==> config.mk <==
export PLATFORM = sky130hd
export DESIGN_NAME = rotary_encoder_button_input_flat
export DESIGN_NICKNAME = d
export VERILOG_FILES = /design/src/rtl/core/reb_pkg.sv /design/src/rtl/core/reb_if.sv /design/src/rtl/core/rotary_encoder_button_input.sv /design/src/flat_wrapper.sv
export SDC_FILE = /design/constraint.sdc
export NUM_CORES = 1
export LEC_CHECK = 0
export BUFFER_PORTS_ARGS = -buffer_cell sky130_fd_sc_hd__clkbuf_2
export CAP_MARGIN = 20
export CORE_MARGIN = 3
export CORE_UTILIZATION = 40
export DETAILED_ROUTE_END_ITERATION = 12
export HOLD_SLACK_MARGIN = 0.05
export PLACE_DENSITY = 0.53
export SETUP_SLACK_MARGIN = 0.5
export SKIP_CTS_REPAIR_TIMING = 1
export SLEW_MARGIN = 20
export SYNTH_ARGS = -nofsm -noshare
export SYNTH_HDL_FRONTEND = slang
export SYNTH_SLANG_ARGS = --single-unit
==> constraint.sdc <==
create_clock -name clk_i -period 6.2 [get_ports clk_i]
set_input_delay 1.24 -clock clk_i [delete_from_list [all_inputs] [get_ports clk_i]]
set_output_delay 1.24 -clock clk_i [all_outputs]
set_load 0.005 [all_outputs]
==> src/rtl/core/reb_pkg.sv <==
// Shared types and constants for the rotary encoder and button decoder.
package reb_pkg;

  localparam int COUNT_WIDTH_DEF = 16;
  localparam int TIMER_WIDTH_DEF = 21;

  localparam int CFG_TICKS_W = 20;
  localparam int CFG_IDX_W   = 2;

  localparam logic [7:0] PAT_CW  = 8'b0100_1011;
  localparam logic [7:0] PAT_CCW = 8'b1000_0111;

  localparam logic [CFG_TICKS_W-1:0] DEBOUNCE_RST = 20'd5000;
  localparam logic [CFG_TICKS_W-1:0] DOUBLE_RST   = 20'd500000;
  localparam logic [1:0]             PINS_IDLE    = 2'b11;

  typedef enum logic [CFG_IDX_W-1:0] {
    CFG_DEBOUNCE = 2'd0,
    CFG_DOUBLE   = 2'd1,
    CFG_BTN_EN   = 2'd2
  } cfg_idx_e;

  // status flag bit positions
  localparam int FLG_MOVED   = 0;
  localparam int FLG_PRESSED = 1;
  localparam int FLG_CLICKED = 2;
  localparam int FLG_DOUBLE  = 3;

  typedef struct packed {
    logic               pin_a;
    logic               pin_b;
    logic               button_level;
    logic               ack_moved;
    logic               ack_pressed;
    logic               ack_clicked;
    logic               ack_double;
    logic               clear_diff;
    logic               clear_flags;
    logic               load_count;
    logic signed [15:0] new_count;
  } in_item_t;

  typedef struct packed {
    logic signed [15:0] position;
    logic signed [15:0] detent_diff;
    logic               moved;
    logic               pressed;
    logic               clicked;
    logic               double_clicked;
  } out_item_t;

  typedef struct packed {
    logic [CFG_IDX_W-1:0]   index;
    logic [CFG_TICKS_W-1:0] data;
  } cfg_item_t;

endpackage

==> src/rtl/core/reb_if.sv <==
// Valid/ready channel interfaces for tick items, results and config writes.
interface reb_in_if import reb_pkg::*; ();
  logic     valid;
  logic     ready;
  in_item_t payload;
  modport source (output valid, output payload, input ready);
  modport sink   (input valid, input payload, output ready);
endinterface

interface reb_out_if import reb_pkg::*; ();
  logic      valid;
  logic      ready;
  out_item_t payload;
  modport source (output valid, output payload, input ready);
  modport sink   (input valid, input payload, output ready);
endinterface

interface reb_cfg_if import reb_pkg::*; ();
  logic      valid;
  logic      ready;
  cfg_item_t payload;
  modport source (output valid, output payload, input ready);
  modport sink   (input valid, input payload, output ready);
endinterface

==> src/rtl/core/rotary_encoder_button_input.sv <==
// Quadrature encoder and debounced push-button decoder, one result per tick.
//
//  channel | dir | payload                               | beat when
//  in_i    | in  | pins, button level, acks, load value  | valid & ready
//  res_o   | out | position, diff, four sticky flags     | valid & ready
//  cfg_i   | in  | register index, 20-bit data           | valid (ready tied high)
//
// One tick per cycle while res_o does not stall: state updates in the cycle
// a tick beat lands, and the result sits in one output register.
// in_i stays ready while the result register is empty or being drained.
// A stall on res_o holds the result and backs up in_i until it is taken.
// Reset: history 0, pins idle high, button released, timers saturated.
module rotary_encoder_button_input
  import reb_pkg::*;
#(
  parameter int COUNT_WIDTH = COUNT_WIDTH_DEF,
  parameter int TIMER_WIDTH = TIMER_WIDTH_DEF
) (
  input  logic      clk_i,
  input  logic      rst_ni,
  reb_in_if.sink    in_i,
  reb_out_if.source res_o,
  reb_cfg_if.sink   cfg_i
);

  logic [CFG_TICKS_W-1:0] debounce_q, double_q;
  logic                   btn_en_q;

  logic [7:0]             hist_q, hist_d, hist_n;
  logic [1:0]             pins_q, pins;
  logic                   raw_q, btn_deb_q, btn_deb_d;
  logic [TIMER_WIDTH-1:0] sd_q, sd_d, sd_inc;
  logic [TIMER_WIDTH-1:0] sr_q, sr_d, sr_inc;
  logic [COUNT_WIDTH-1:0] pos_q, pos_d, pos_ld;
  logic [COUNT_WIDTH-1:0] diff_q, diff_n, diff_d;
  logic [3:0]             flags_q, flags_n, flags_d, acks;

  logic [31:0]            nc_ext, pos_ext, diff_ext;
  logic                   in_beat, pins_chg, cw, ccw;
  logic                   btn_acc, release_ev, press_ev, dbl_ev;

  out_item_t              res_q, res_d;
  logic                   res_valid_q;

  assign cfg_i.ready = 1'b1;

  always_ff @(posedge clk_i or negedge rst_ni) begin
    if (!rst_ni) begin
      debounce_q <= DEBOUNCE_RST;
      double_q   <= DOUBLE_RST;
      btn_en_q   <= 1'b1;
    end else if (cfg_i.valid) begin
      case (cfg_i.payload.index)
        CFG_DEBOUNCE: debounce_q <= cfg_i.payload.data;
        CFG_DOUBLE:   double_q   <= cfg_i.payload.data;
        CFG_BTN_EN:   btn_en_q   <= cfg_i.payload.data[0];
        default:      ;
      endcase
    end
  end

  assign in_i.ready = !res_valid_q || res_o.ready;
  assign in_beat    = in_i.valid && in_i.ready;

  always_comb begin
    sd_inc = (sd_q == {TIMER_WIDTH{1'b1}}) ? sd_q : sd_q + TIMER_WIDTH'(1);
    sr_inc = (sr_q == {TIMER_WIDTH{1'b1}}) ? sr_q : sr_q + TIMER_WIDTH'(1);

    nc_ext = 32'(signed'(in_i.payload.new_count));
    pos_ld = in_i.payload.load_count ? nc_ext[COUNT_WIDTH-1:0] : pos_q;

    pins     = {in_i.payload.pin_a, in_i.payload.pin_b};
    pins_chg = (pins != pins_q);
    hist_n   = {hist_q[5:0], pins};
    hist_d   = pins_chg ? hist_n : hist_q;
    cw       = pins_chg && (hist_n == PAT_CW);
    ccw      = pins_chg && (hist_n == PAT_CCW);

    pos_d  = cw ? pos_ld + COUNT_WIDTH'(1) : (ccw ? pos_ld - COUNT_WIDTH'(1) : pos_ld);
    diff_n = cw ? diff_q + COUNT_WIDTH'(1) : (ccw ? diff_q - COUNT_WIDTH'(1) : diff_q);

    // debounce compares the already-advanced elapsed count
    btn_acc    = btn_en_q && (in_i.payload.button_level != raw_q)
                 && (32'(sd_inc) >= 32'(debounce_q));
    release_ev = btn_acc && !btn_deb_q && in_i.payload.button_level;
    press_ev   = btn_acc && btn_deb_q && !in_i.payload.button_level;
    dbl_ev     = release_ev && (32'(sr_inc) <= 32'(double_q));
    btn_deb_d  = btn_acc ? in_i.payload.button_level : btn_deb_q;
    sd_d       = btn_acc ? '0 : sd_inc;
    sr_d       = release_ev ? '0 : sr_inc;

    flags_n = flags_q;
    if (cw || ccw) flags_n[FLG_MOVED] = 1'b1;
    if (press_ev)  flags_n[FLG_PRESSED] = 1'b1;
    if (release_ev) flags_n[FLG_CLICKED] = 1'b1;
    if (dbl_ev)    flags_n[FLG_DOUBLE] = 1'b1;

    acks = {in_i.payload.ack_double, in_i.payload.ack_clicked,
            in_i.payload.ack_pressed, in_i.payload.ack_moved};
    flags_d = in_i.payload.clear_flags ? 4'b0000 : (flags_n & ~acks);
    diff_d  = in_i.payload.clear_diff ? '0 : diff_n;

    pos_ext  = 32'(pos_d);
    diff_ext = 32'(diff_n);
    res_d.position       = pos_ext[15:0];
    res_d.detent_diff    = diff_ext[15:0];
    res_d.moved          = flags_n[FLG_MOVED];
    res_d.pressed        = flags_n[FLG_PRESSED];
    res_d.clicked        = flags_n[FLG_CLICKED];
    res_d.double_clicked = flags_n[FLG_DOUBLE];
  end

  always_ff @(posedge clk_i or negedge rst_ni) begin
    if (!rst_ni) begin
      hist_q    <= '0;
      pins_q    <= PINS_IDLE;
      raw_q     <= 1'b1;
      btn_deb_q <= 1'b1;
      sd_q      <= '1;
      sr_q      <= '1;
      pos_q     <= '0;
      diff_q    <= '0;
      flags_q   <= '0;
    end else if (in_beat) begin
      hist_q    <= hist_d;
      pins_q    <= pins;
      raw_q     <= in_i.payload.button_level;
      btn_deb_q <= btn_deb_d;
      sd_q      <= sd_d;
      sr_q      <= sr_d;
      pos_q     <= pos_d;
      diff_q    <= diff_d;
      flags_q   <= flags_d;
    end
  end

  always_ff @(posedge clk_i or negedge rst_ni) begin
    if (!rst_ni) begin
      res_valid_q <= 1'b0;
    end else if (in_beat) begin
      res_valid_q <= 1'b1;
    end else if (res_o.ready) begin
      res_valid_q <= 1'b0;
    end
  end

  always_ff @(posedge clk_i) begin
    if (in_beat) begin
      res_q <= res_d;
    end
  end

  assign res_o.valid   = res_valid_q;
  assign res_o.payload = res_q;

`ifndef ASSERT_OFF
  a_beat_gives_result: assert property (@(posedge clk_i) disable iff (!rst_ni)
    in_beat |=> res_valid_q)
    else $error("tick beat did not load a result");

  a_clear_diff: assert property (@(posedge clk_i) disable iff (!rst_ni)
    in_beat && in_i.payload.clear_diff |=> diff_q == '0)
    else $error("diff not zeroed after clear");

  a_clear_flags: assert property (@(posedge clk_i) disable iff (!rst_ni)
    in_beat && in_i.payload.clear_flags |=> flags_q == 4'b0000)
    else $error("flags not cleared");

  a_moved_sticky: assert property (@(posedge clk_i) disable iff (!rst_ni)
    in_beat && flags_q[FLG_MOVED] && !in_i.payload.ack_moved && !in_i.payload.clear_flags
    |=> flags_q[FLG_MOVED])
    else $error("moved flag dropped without acknowledge");
`endif

endmodule
==> src/flat_wrapper.sv <==
// flat-port wrapper written by rule: the top's interface ports become plain ports
module rotary_encoder_button_input_flat import reb_pkg::*;
#(
  parameter int COUNT_WIDTH = COUNT_WIDTH_DEF,
  parameter int TIMER_WIDTH = TIMER_WIDTH_DEF
)
  (clk_i, rst_ni, in_i_valid, in_i_payload, in_i_ready, res_o_valid, res_o_payload, res_o_ready, cfg_i_valid, cfg_i_payload, cfg_i_ready);
  reb_in_if in_i_i ();
  reb_out_if res_o_i ();
  reb_cfg_if cfg_i_i ();
  input  logic clk_i;
  input  logic rst_ni;
  input wire logic [$bits(in_i_i.valid)-1:0] in_i_valid;
  input wire logic [$bits(in_i_i.payload)-1:0] in_i_payload;
  output wire logic [$bits(in_i_i.ready)-1:0] in_i_ready;
  output wire logic [$bits(res_o_i.valid)-1:0] res_o_valid;
  output wire logic [$bits(res_o_i.payload)-1:0] res_o_payload;
  input wire logic [$bits(res_o_i.ready)-1:0] res_o_ready;
  input wire logic [$bits(cfg_i_i.valid)-1:0] cfg_i_valid;
  input wire logic [$bits(cfg_i_i.payload)-1:0] cfg_i_payload;
  output wire logic [$bits(cfg_i_i.ready)-1:0] cfg_i_ready;
  assign in_i_i.valid = in_i_valid;
  assign in_i_i.payload = in_i_payload;
  assign in_i_ready = in_i_i.ready;
  assign res_o_valid = res_o_i.valid;
  assign res_o_payload = res_o_i.payload;
  assign res_o_i.ready = res_o_ready;
  assign cfg_i_i.valid = cfg_i_valid;
  assign cfg_i_i.payload = cfg_i_payload;
  assign cfg_i_ready = cfg_i_i.ready;
  rotary_encoder_button_input #(.COUNT_WIDTH(COUNT_WIDTH), .TIMER_WIDTH(TIMER_WIDTH)) u_core (.clk_i(clk_i), .rst_ni(rst_ni), .in_i(in_i_i), .res_o(res_o_i), .cfg_i(cfg_i_i));
endmodule
==> reports/metrics.yaml, run 1 <==
holdWs_ns: 0.485
die_h_um: 164
grt_pass1_vias: 7297
num_vias: 7537
yosys_warnings: 0
rsz0062_at_grt: "false"
cts_buffers: 17
power.leakage_nw: 4.85
avgSynthCellArea_um2: 9.88
p_per_area_nw_per_um2: 305
setup_tns_ns: 0
grt_max_degree: 78
fillers: 2361
dr.pass1.iters: 5
placed_cells: 1389
drv_cap: 0
ios: 92
portBuffers: 90
drc_errors: 0
finClkSkew_ns: 0.0155
status: "finished, final reports clean"
dieArea_um2: 27000
drtIter0Drc: 412
path_clk_slew_ns: 0.07
stdcell_count: 1421
worst_slack_ns: 1.95
crit_chain: "and4_4 -> and4_1 -> nand2_1 -> nor2_1 -> mux2_2 -> ha_1 -> nor2b_1 -> o2111ai_1 -> nand3_1 -> a2111o_1 -> a41o_1 -> nor2_1 -> a22o_1"
post-route-period-util_pct: 68.6
final_max_slew_viol_count: 0
antenna_found_initial: 0
setup_viol: 0
max_clock_freq_ghz: 0.235
dp_hpwl_um: 17100
p_total_mw: 3.46
gr-total-overflow: 0
yosysSeqAreaShare_pct: 43.9
grt_usage_pct: 18.3
place_ws_ns: 1.95
gp_congestion: 0.845
clkLatencyLatePin_ns: 0.44
fin_nets: 1183
min_period_ns: 4.25
avgViaCountPerCell: 5.30
crit_fanout: 15
synth_ff_type: "dfrtp_1"
critical-path-slowest-cell: "dfstp_2"
required_ns: 6.57
final_util_pct: 46.3
area_delta_synth_final_pct: 12.9
async_flop_share_pct: 78.3
synth_cell_types: 87
ctsLongestPathBuffers: 2
ant_nets: 0
ir_worst_vdd_uv: 161
ys_seq_elements: 166
max_stage_delay_ns: 0.61
syn_area_um2: 10000
cts-root-buf: "clkbuf_16"
final_common_cell: "nand2_1"
grt_pass1_wl_um: 39200
row_count: 57
postPlaceCellArea_um2: 10700
stdcell_area_um2: 11300
syn_inst: 1016
slew_headroom_pct: 34.5
cp.arrival_ns: 4.62
crit_path_frequent_cell: "nor2_1"
htreeDepth: 4
worst_slew_pin_slew_ns: 0.979
dieWidth_um: 164
hold_class: "reg2reg"
core_area_um2: 24500
numClockSinks: 166
endpoint_kind: "flip-flop"
post_drt_wl_per_cell_um: 16.7
diodes: 0
wl_um: 23700
synth_edf_count: 36
cts_tree: "yes"
startpoint_type: "flip-flop"
start_util_pct: 41.0
synth_nets: 1115
finalHoldViolations: 0
drive_gt1_share_pct: 25.1
layout_common_cells: "128 x nand2_1, 89 x clkbuf_2, 71 x dfrtp_1, 59 x dfstp_2"
critPathKind: "reg2reg"
[per-layer routing]
layer / global-route usage [%] / wire length [um]
met5: 0 / 0
met3: 3.14 / 777
met2: 29.0 / 11100
met1: 26.6 / 11700
met4: 3.66 / 177
[power breakdown]
| part | internal (mW) | switching (mW) |
|---|---|---|
| Clock | 0.614 | 0.505 |
| Combinational | 0.370 | 0.451 |
| Sequential | 1.36 | 0.159 |
[cell type report]
| class | instances | area (um^2) | area share (%) |
|---|---|---|---|
| clock buffers | 17 | 425 | 3.75 |
| clock inverters | 15 | 180 | 1.59 |
| inverters | 58 | 219 | 1.93 |
| multi-input cells | 743 | 5180 | 45.7 |
| flip-flops and latches | 166 | 4410 | 38.9 |
| well taps | 324 | 405 | 3.58 |
| repair buffers | 98 | 517 | 4.56 |
[sequential cells by signal, indices dropped and copies added (netlist names)]
register,flops
u_core.pos_q,16
u_core.hist_q,6
u_core.flags_q,4
u_core.btn_deb_q,1
u_core.pins_q,2
u_core.double_q,20
u_core.raw_q,1
u_core.res_o.valid,1
u_core.sr_q,21
u_core.diff_q,16
u_core.debounce_q,20
u_core.sd_q,21
u_core.btn_en_q,1
u_core.res_o.payload,36
[worst max-delay path, delay by kind of cell, from the launching register on]
family	cells	cell delay [ns]
DFF	1	0.61
AOI/OAI and AO/OA	4	1.31
adders and majority gates	1	0.28
and+or+nand+nor	7	1.60
muxes	1	0.39
[cell families after synthesis]
family,share of synthesized area (%)
xor+xnor,6.02
flops,43.9
simple gates,20.3
compound gates,12.3
fa+ha+maj,5.74
mux,7.08
other cells,0.0374
buf+inv,4.59
[synthesized netlist by cell type, types with 4 or more instances]
| library cell | number | area, um^2 |
|---|---|---|
| clkbuf_1 | 28 | 105 |
| o21a_1 | 5 | 37.5 |
| or4_1 | 7 | 52.6 |
| xor2_1 | 26 | 228 |
| o21ai_0 | 58 | 290 |
| edfxtp_1 | 36 | 1080 |
| o22ai_1 | 5 | 31.3 |
| nand4_1 | 26 | 163 |
| o31ai_1 | 12 | 90.1 |
| mux2i_4 | 4 | 90.1 |
| buf_1 | 5 | 18.8 |
| ha_1 | 46 | 576 |
| nand3_1 | 37 | 185 |
| and4_1 | 7 | 61.3 |
| a22o_1 | 11 | 96.3 |
| xnor2_1 | 43 | 377 |
| and3_1 | 14 | 87.6 |
| a21o_1 | 10 | 75.1 |
| nor3_2 | 9 | 90.1 |
| and2_1 | 9 | 56.3 |
| buf_2 | 9 | 45.0 |
| nor2b_1 | 5 | 31.3 |
| nor4_1 | 9 | 56.3 |
| dfrtp_1 | 71 | 1780 |
| a31oi_1 | 7 | 43.8 |
| mux2i_1 | 15 | 150 |
| mux2_2 | 38 | 428 |
| nor2_1 | 58 | 218 |
| and4_4 | 4 | 45.0 |
| or3_1 | 7 | 43.8 |
| nor3_1 | 25 | 125 |
| a21oi_1 | 29 | 145 |
| inv_1 | 58 | 218 |
| o21ai_1 | 7 | 35.0 |
| a31o_2 | 6 | 52.6 |
| nand2_1 | 129 | 484 |
| nand2b_1 | 8 | 50.1 |
| dfstp_2 | 59 | 1550 |
| a211oi_1 | 4 | 30.0 |
| nand3b_1 | 4 | 30.0 |
[final timing paths]
kind | startpoint | to | cells past startpoint | slack (ns)
worst max register to register | u_core.sd_q[10] | u_core.sd_q[2] | 13 | 1.95
worst min-delay path | u_core.pins_q[1] | u_core.pins_q[1] | 2 | 0.49
max in group asynchronous | rst_ni | u_core.hist_q[3] | 2 | 4.15
min in group asynchronous | rst_ni | u_core.pos_q[12] | 1 | 0.84
worst min register to register | u_core.pins_q[1] | u_core.pins_q[1] | 2 | 0.49
worst max-delay path | u_core.sd_q[10] | u_core.sd_q[2] | 13 | 1.95
(Power assumes the default switching activity.)
==> inputs of run 2 (changes only) <==
==> constraint.sdc (replaced) <==
create_clock -name clk_i -period 4.2 [get_ports clk_i]
set_input_delay 0.84 -clock clk_i [delete_from_list [all_inputs] [get_ports clk_i]]
set_output_delay 0.84 -clock clk_i [all_outputs]
set_load 0.005 [all_outputs]
==> run 2 against run 1 <==
  * Final area is 7.9% higher
  * Via count is 3.8% higher
  * Largest power group unchanged
  * Worst hold slack worse by 0.045 ns
  * Combinational power is 86% higher
  * Highest routed layer unchanged
  * Wire length is 6.4% higher
  * Sequential share of layout area is 2.9 points lower
  * Cell count is 4.2% higher
  * Clock skew is 0.0018 ns lower
  * Global-route usage is 0.089 points higher
==> reports/metrics.yaml, run 2 (synthesis gave the netlist of run 1 again) <==
status: "finished, final reports clean"
ant_nets: 0
reg2regPathDepth: 14
cts-root-buf: "clkbuf_16"
power.leakage_nw: 5.28
gr-total-overflow: 0
min_period_ns: 3.83
rsz0062_at_grt: "true"
diodes: 0
dp_hpwl_um: 17400
max_stage_delay_ns: 0.58
dieArea_um2: 27000
portBuffers: 90
largest_reg_flops: 36
start_util_pct: 41.0
layout_common_cells: "123 x nand2_1, 89 x clkbuf_2, 71 x dfrtp_1, 59 x dfstp_2, 57 x inv_1"
gp_congestion: 0.798
dieWidth_um: 164
row_count: 57
ios: 92
drv_cap: 0
fin_nets: 1242
crit_fanout: 6
grt_pass1_vias: 7543
numClockSinks: 166
setup_tns_ns: 0
drc_errors: 0
ir_worst_vdd_uv: 214
finalHoldViolations: 0
p_per_area_nw_per_um2: 437
required_ns: 4.55
critical-path-slowest-cell: "dfstp_2"
max_clock_freq_ghz: 0.261
final_util_pct: 50.0
dr.pass1.iters: 5
cts_buffers: 17
holdWs_ns: 0.440
crit_chain: "and4_4 -> and4_4 -> a31oi_4 -> and3_4 -> nand4_1 -> xnor2_2 -> ha_1 -> and4_4 -> and4_1 -> a211o_1 -> a32o_2 -> a41o_4 -> or4_1 -> o21ai_1"
final_common_cell: "nand2_1"
core_area_um2: 24500
grt_max_degree: 81
rr_endpoint: "u_core.sd_q[13]"
htreeDepth: 4
hold_class: "in2async"
post-route-period-util_pct: 91.2
wl_um: 25300
worst_slew_pin_slew_ns: 1.08
clkLatencyLatePin_ns: 0.43
drive_gt1_share_pct: 32.3
drtIter0Drc: 475
startpoint_type: "flip-flop"
crit_path_frequent_cell: "and4_4"
path_clk_slew_ns: 0.07
cts_tree: "yes"
grt_usage_pct: 18.4
setup_viol: 0
area_delta_synth_final_pct: 21.9
final_max_slew_viol_count: 0
num_vias: 7827
post_drt_wl_per_cell_um: 17.1
avgViaCountPerCell: 5.29
grt_pass1_wl_um: 39800
finClkSkew_ns: 0.0137
ctsLongestPathBuffers: 2
die_h_um: 164
postPlaceCellArea_um2: 10900
cp.arrival_ns: 4.18
endpoint_kind: "flip-flop"
critPathKind: "reg2reg"
r2r_start: "u_core.sd_q[3]"
stdcell_area_um2: 12200
antenna_found_initial: 0
slew_headroom_pct: 27.8
reg2reg_slack_ns: 0.37
[run 2: through the flow]
stage / total power [mW] / setup WS [ns] / std cells
2_1_floorplan: 3.14 / 0.513 / 1016
3_3_place_gp: 3.53 / 0.112 / 1409
3_5_place_dp: 3.55 / 0.0440 / 1409
4_1_cts: 5.16 / 0.00334 / 1441
5_1_grt: 5.68 / 0.248 / 1480
6_report: 5.35 / 0.371 / 1480
[run 2: worst max-delay path by stage]
stage / from / to / depth (start not counted)
finish: u_core.sd_q[3] / u_core.sd_q[13] / 14
global route: u_core.sd_q[3] / u_core.sd_q[13] / 14
CTS: u_core.sd_q[3] / u_core.sd_q[19] / 13
detailed placement: u_core.sd_q[3] / u_core.sd_q[13] / 13
global placement: u_core.sd_q[3] / u_core.sd_q[13] / 13
floorplan: u_core.sd_q[2] / u_core.res_o.payload[2] / 15
[run 2: power by group]
part           switching (mW)  internal [mW]
Combinational           0.801          0.727
Sequential              0.216           2.01
Clock                   0.747          0.846
[run 2: layout make-up]
| type | count | area, um^2 |
|---|---|---|
| Fill cell | 2309 | 12200 |
| Multi-Input combinational cell | 744 | 5570 |
| Sequential cell | 166 | 4410 |
| Timing Repair Buffer | 156 | 1040 |
| Clock buffer | 17 | 425 |
| Tap cell | 324 | 405 |
| Inverter | 58 | 219 |
| Clock inverter | 15 | 171 |
[run 2: critical path, delay by kind of cell, from the launching register on]
kind	cells	cell delay, ns
fa+ha+maj	1	0.26
xor+xnor	1	0.16
compound gates	5	1.00
flops	1	0.58
simple gates	7	1.74
[run 2: routing by layer]
layer | GRT usage [%] | vias to the layer above | wire (um)
li1 | - | 3895 | -
met1 | 27.0 | 3825 | 12800
met2 | 28.7 | 95 | 11600
met3 | 2.71 | 12 | 608
met4 | 4.65 | 0 | 219
met5 | 0 | - | 0
==> inputs of run 3 (changes only) <==
--- a/config.mk
+++ b/config.mk
@@ -12,7 +12,6 @@
 export DETAILED_ROUTE_END_ITERATION = 12
 export HOLD_SLACK_MARGIN = 0.05
 export PLACE_DENSITY = 0.53
-export SETUP_SLACK_MARGIN = 0.5
 export SKIP_CTS_REPAIR_TIMING = 1
 export SLEW_MARGIN = 20
 export SYNTH_ARGS = -nofsm -noshare
==> run 3 against run 2 <==
  * Fmax fell by 5.1%
  * Worst hold slack gained 0.025 ns
  * Non-clock buffer count decreased by 42
  * Worst setup slack worse by 0.21 ns
  * Via count fell by 3.0%
  * Critical endpoint is now u_core.sd_q[19]
  * Final area shrank 6.3%
  * Core utilization decreased by 3.2 points
  * Cell count down 2.9%
  * Combinational power is 17% lower
  * Clock skew up 0.0020 ns
  * Register-to-register slack worse by 0.21 ns
  * Clock power fell by 6%
==> reports/metrics.yaml, run 3 (synthesis gave the netlist of run 1 again) <==
status: "finished, final reports clean"
diodes: 0
portBuffers: 90
post_drt_wl_per_cell_um: 16.8
grt_usage_pct: 18.1
start_util_pct: 41.0
drtIter0Drc: 424
min_period_ns: 4.04
die_h_um: 164
drive_gt1_share_pct: 26.6
ant_nets: 0
critPathKind: "reg2reg"
startpoint_type: "flip-flop"
hold_class: "in2async"
final_common_cell: "nand2_1"
cts_buffers: 17
path_clk_slew_ns: 0.07
dieArea_um2: 27000
crit_fanout: 12
clkLatencyLatePin_ns: 0.43
gp_congestion: 0.838
required_ns: 4.55
cp.arrival_ns: 4.39
antenna_found_initial: 1
ctsLongestPathBuffers: 2
ir_worst_vdd_uv: 250
drv_cap: 0
grt_max_degree: 93
drc_errors: 0
setup_tns_ns: 0
cts_tree: "yes"
dr.pass1.iters: 4
p_per_area_nw_per_um2: 436
dieWidth_um: 164
worst_slew_pin_slew_ns: 0.982
post-route-period-util_pct: 96.1
numClockSinks: 166
row_count: 57
rsz0062_at_grt: "false"
grt_pass1_wl_um: 38800
num_vias: 7594
setup_viol: 0
dp_hpwl_um: 17500
max_clock_freq_ghz: 0.248
slew_headroom_pct: 34.3
cts-root-buf: "clkbuf_16"
ios: 92
avgViaCountPerCell: 5.28
fin_nets: 1199
gr-total-overflow: 0
largest_reg_flops: 36
finalHoldViolations: 0
endpoint_kind: "flip-flop"
area_delta_synth_final_pct: 14.2
wl_um: 24100
grt_pass1_vias: 7403
finClkSkew_ns: 0.0157
layout_common_cells: "127 x nand2_1, 89 x clkbuf_2, 71 x dfrtp_1, 59 x dfstp_2, 58 x o21ai_0"
power.leakage_nw: 4.92
fillers: 2379
htreeDepth: 4
final_max_slew_viol_count: 0
core_area_um2: 24500
p_total_mw: 5.00
==> run 3: cell types whose count changed in the layout (fill, tap and decap cells not counted), moves of 5 or more <==
cell     previous run  this run
a31o_2              1         6
buf_6               6         1
buf_4              56        21
o21ai_0            53        58
a31o_4              5         0
nor3_4              8         1
nor3_1             20        25
==> run 3: metal layers <==
metal | GRT usage (%) | vias up | wire (um)
met5 | 0 | - | 12
met4 | 4.31 | 2 | 303
met3 | 3.06 | 22 | 616
met2 | 29.3 | 90 | 11300
met1 | 25.4 | 3663 | 11900
li1 | - | 3817 | -
==> run 3: critical path, cell delays in order, from the launching register on <==
cell,delay (ns)
dfstp_2,0.59
and4_4,0.25
and4_2,0.28
a31oi_4,0.13
and3_2,0.27
nand3_1,0.10
xnor2_1,0.16
ha_1,0.30
and4_4,0.22
and4_1,0.19
a211o_1,0.30
a32o_1,0.27
a41o_4,0.33
or4_1,0.47
o21ai_1,0.09
==> run 3: worst paths after layout <==
path                                  start          endpoint  cells past startpoint  slack (ns)
hold reg to reg            u_core.pins_q[1]  u_core.pins_q[1]                      2        0.48
min in group clk_i         u_core.pins_q[1]  u_core.pins_q[1]                      2        0.48
hold / removal                       rst_ni   u_core.pos_q[7]                      1        0.47
setup reg to reg            u_core.sd_q[11]   u_core.sd_q[19]                     14        0.16
setup / recovery            u_core.sd_q[11]   u_core.sd_q[19]                     14        0.16
max in group asynchronous            rst_ni   u_core.btn_en_q                      2        2.86
==> run 3: metrics by stage <==
step                      cell area (um^2)  hold slack, ns  utilization (%)  setup WS [ns]  std cells
after floorplan                      10000           0.449                -          0.331       1016
after global placement               10900           0.468             44.4         0.0842       1404
after detailed placement             10900           0.473             44.4         0.0198       1404
after CTS                            11400           0.485             46.6        -0.0210       1436
after global routing                 11500           0.505             46.8       0.000179       1437
final                                11500           0.465             46.8          0.164       1437
==> run 3: layout make-up <==
cell class | count | area [um^2] | share of cell area [%]
clock inverter | 15 | 119 | 1.04
multi-input combinational | 743 | 5210 | 45.4
timing repair buffer | 114 | 674 | 5.89
clock buffer | 17 | 425 | 3.71
sequential | 166 | 4410 | 38.5
tap | 324 | 405 | 3.54
inverter | 58 | 219 | 1.91
==> run 3: power by group <==
part / internal, mW / total, mW / switching [mW]
clock: 0.775 / 1.49 / 0.715
combinational: 0.578 / 1.27 / 0.695
sequential: 2.01 / 2.23 / 0.222
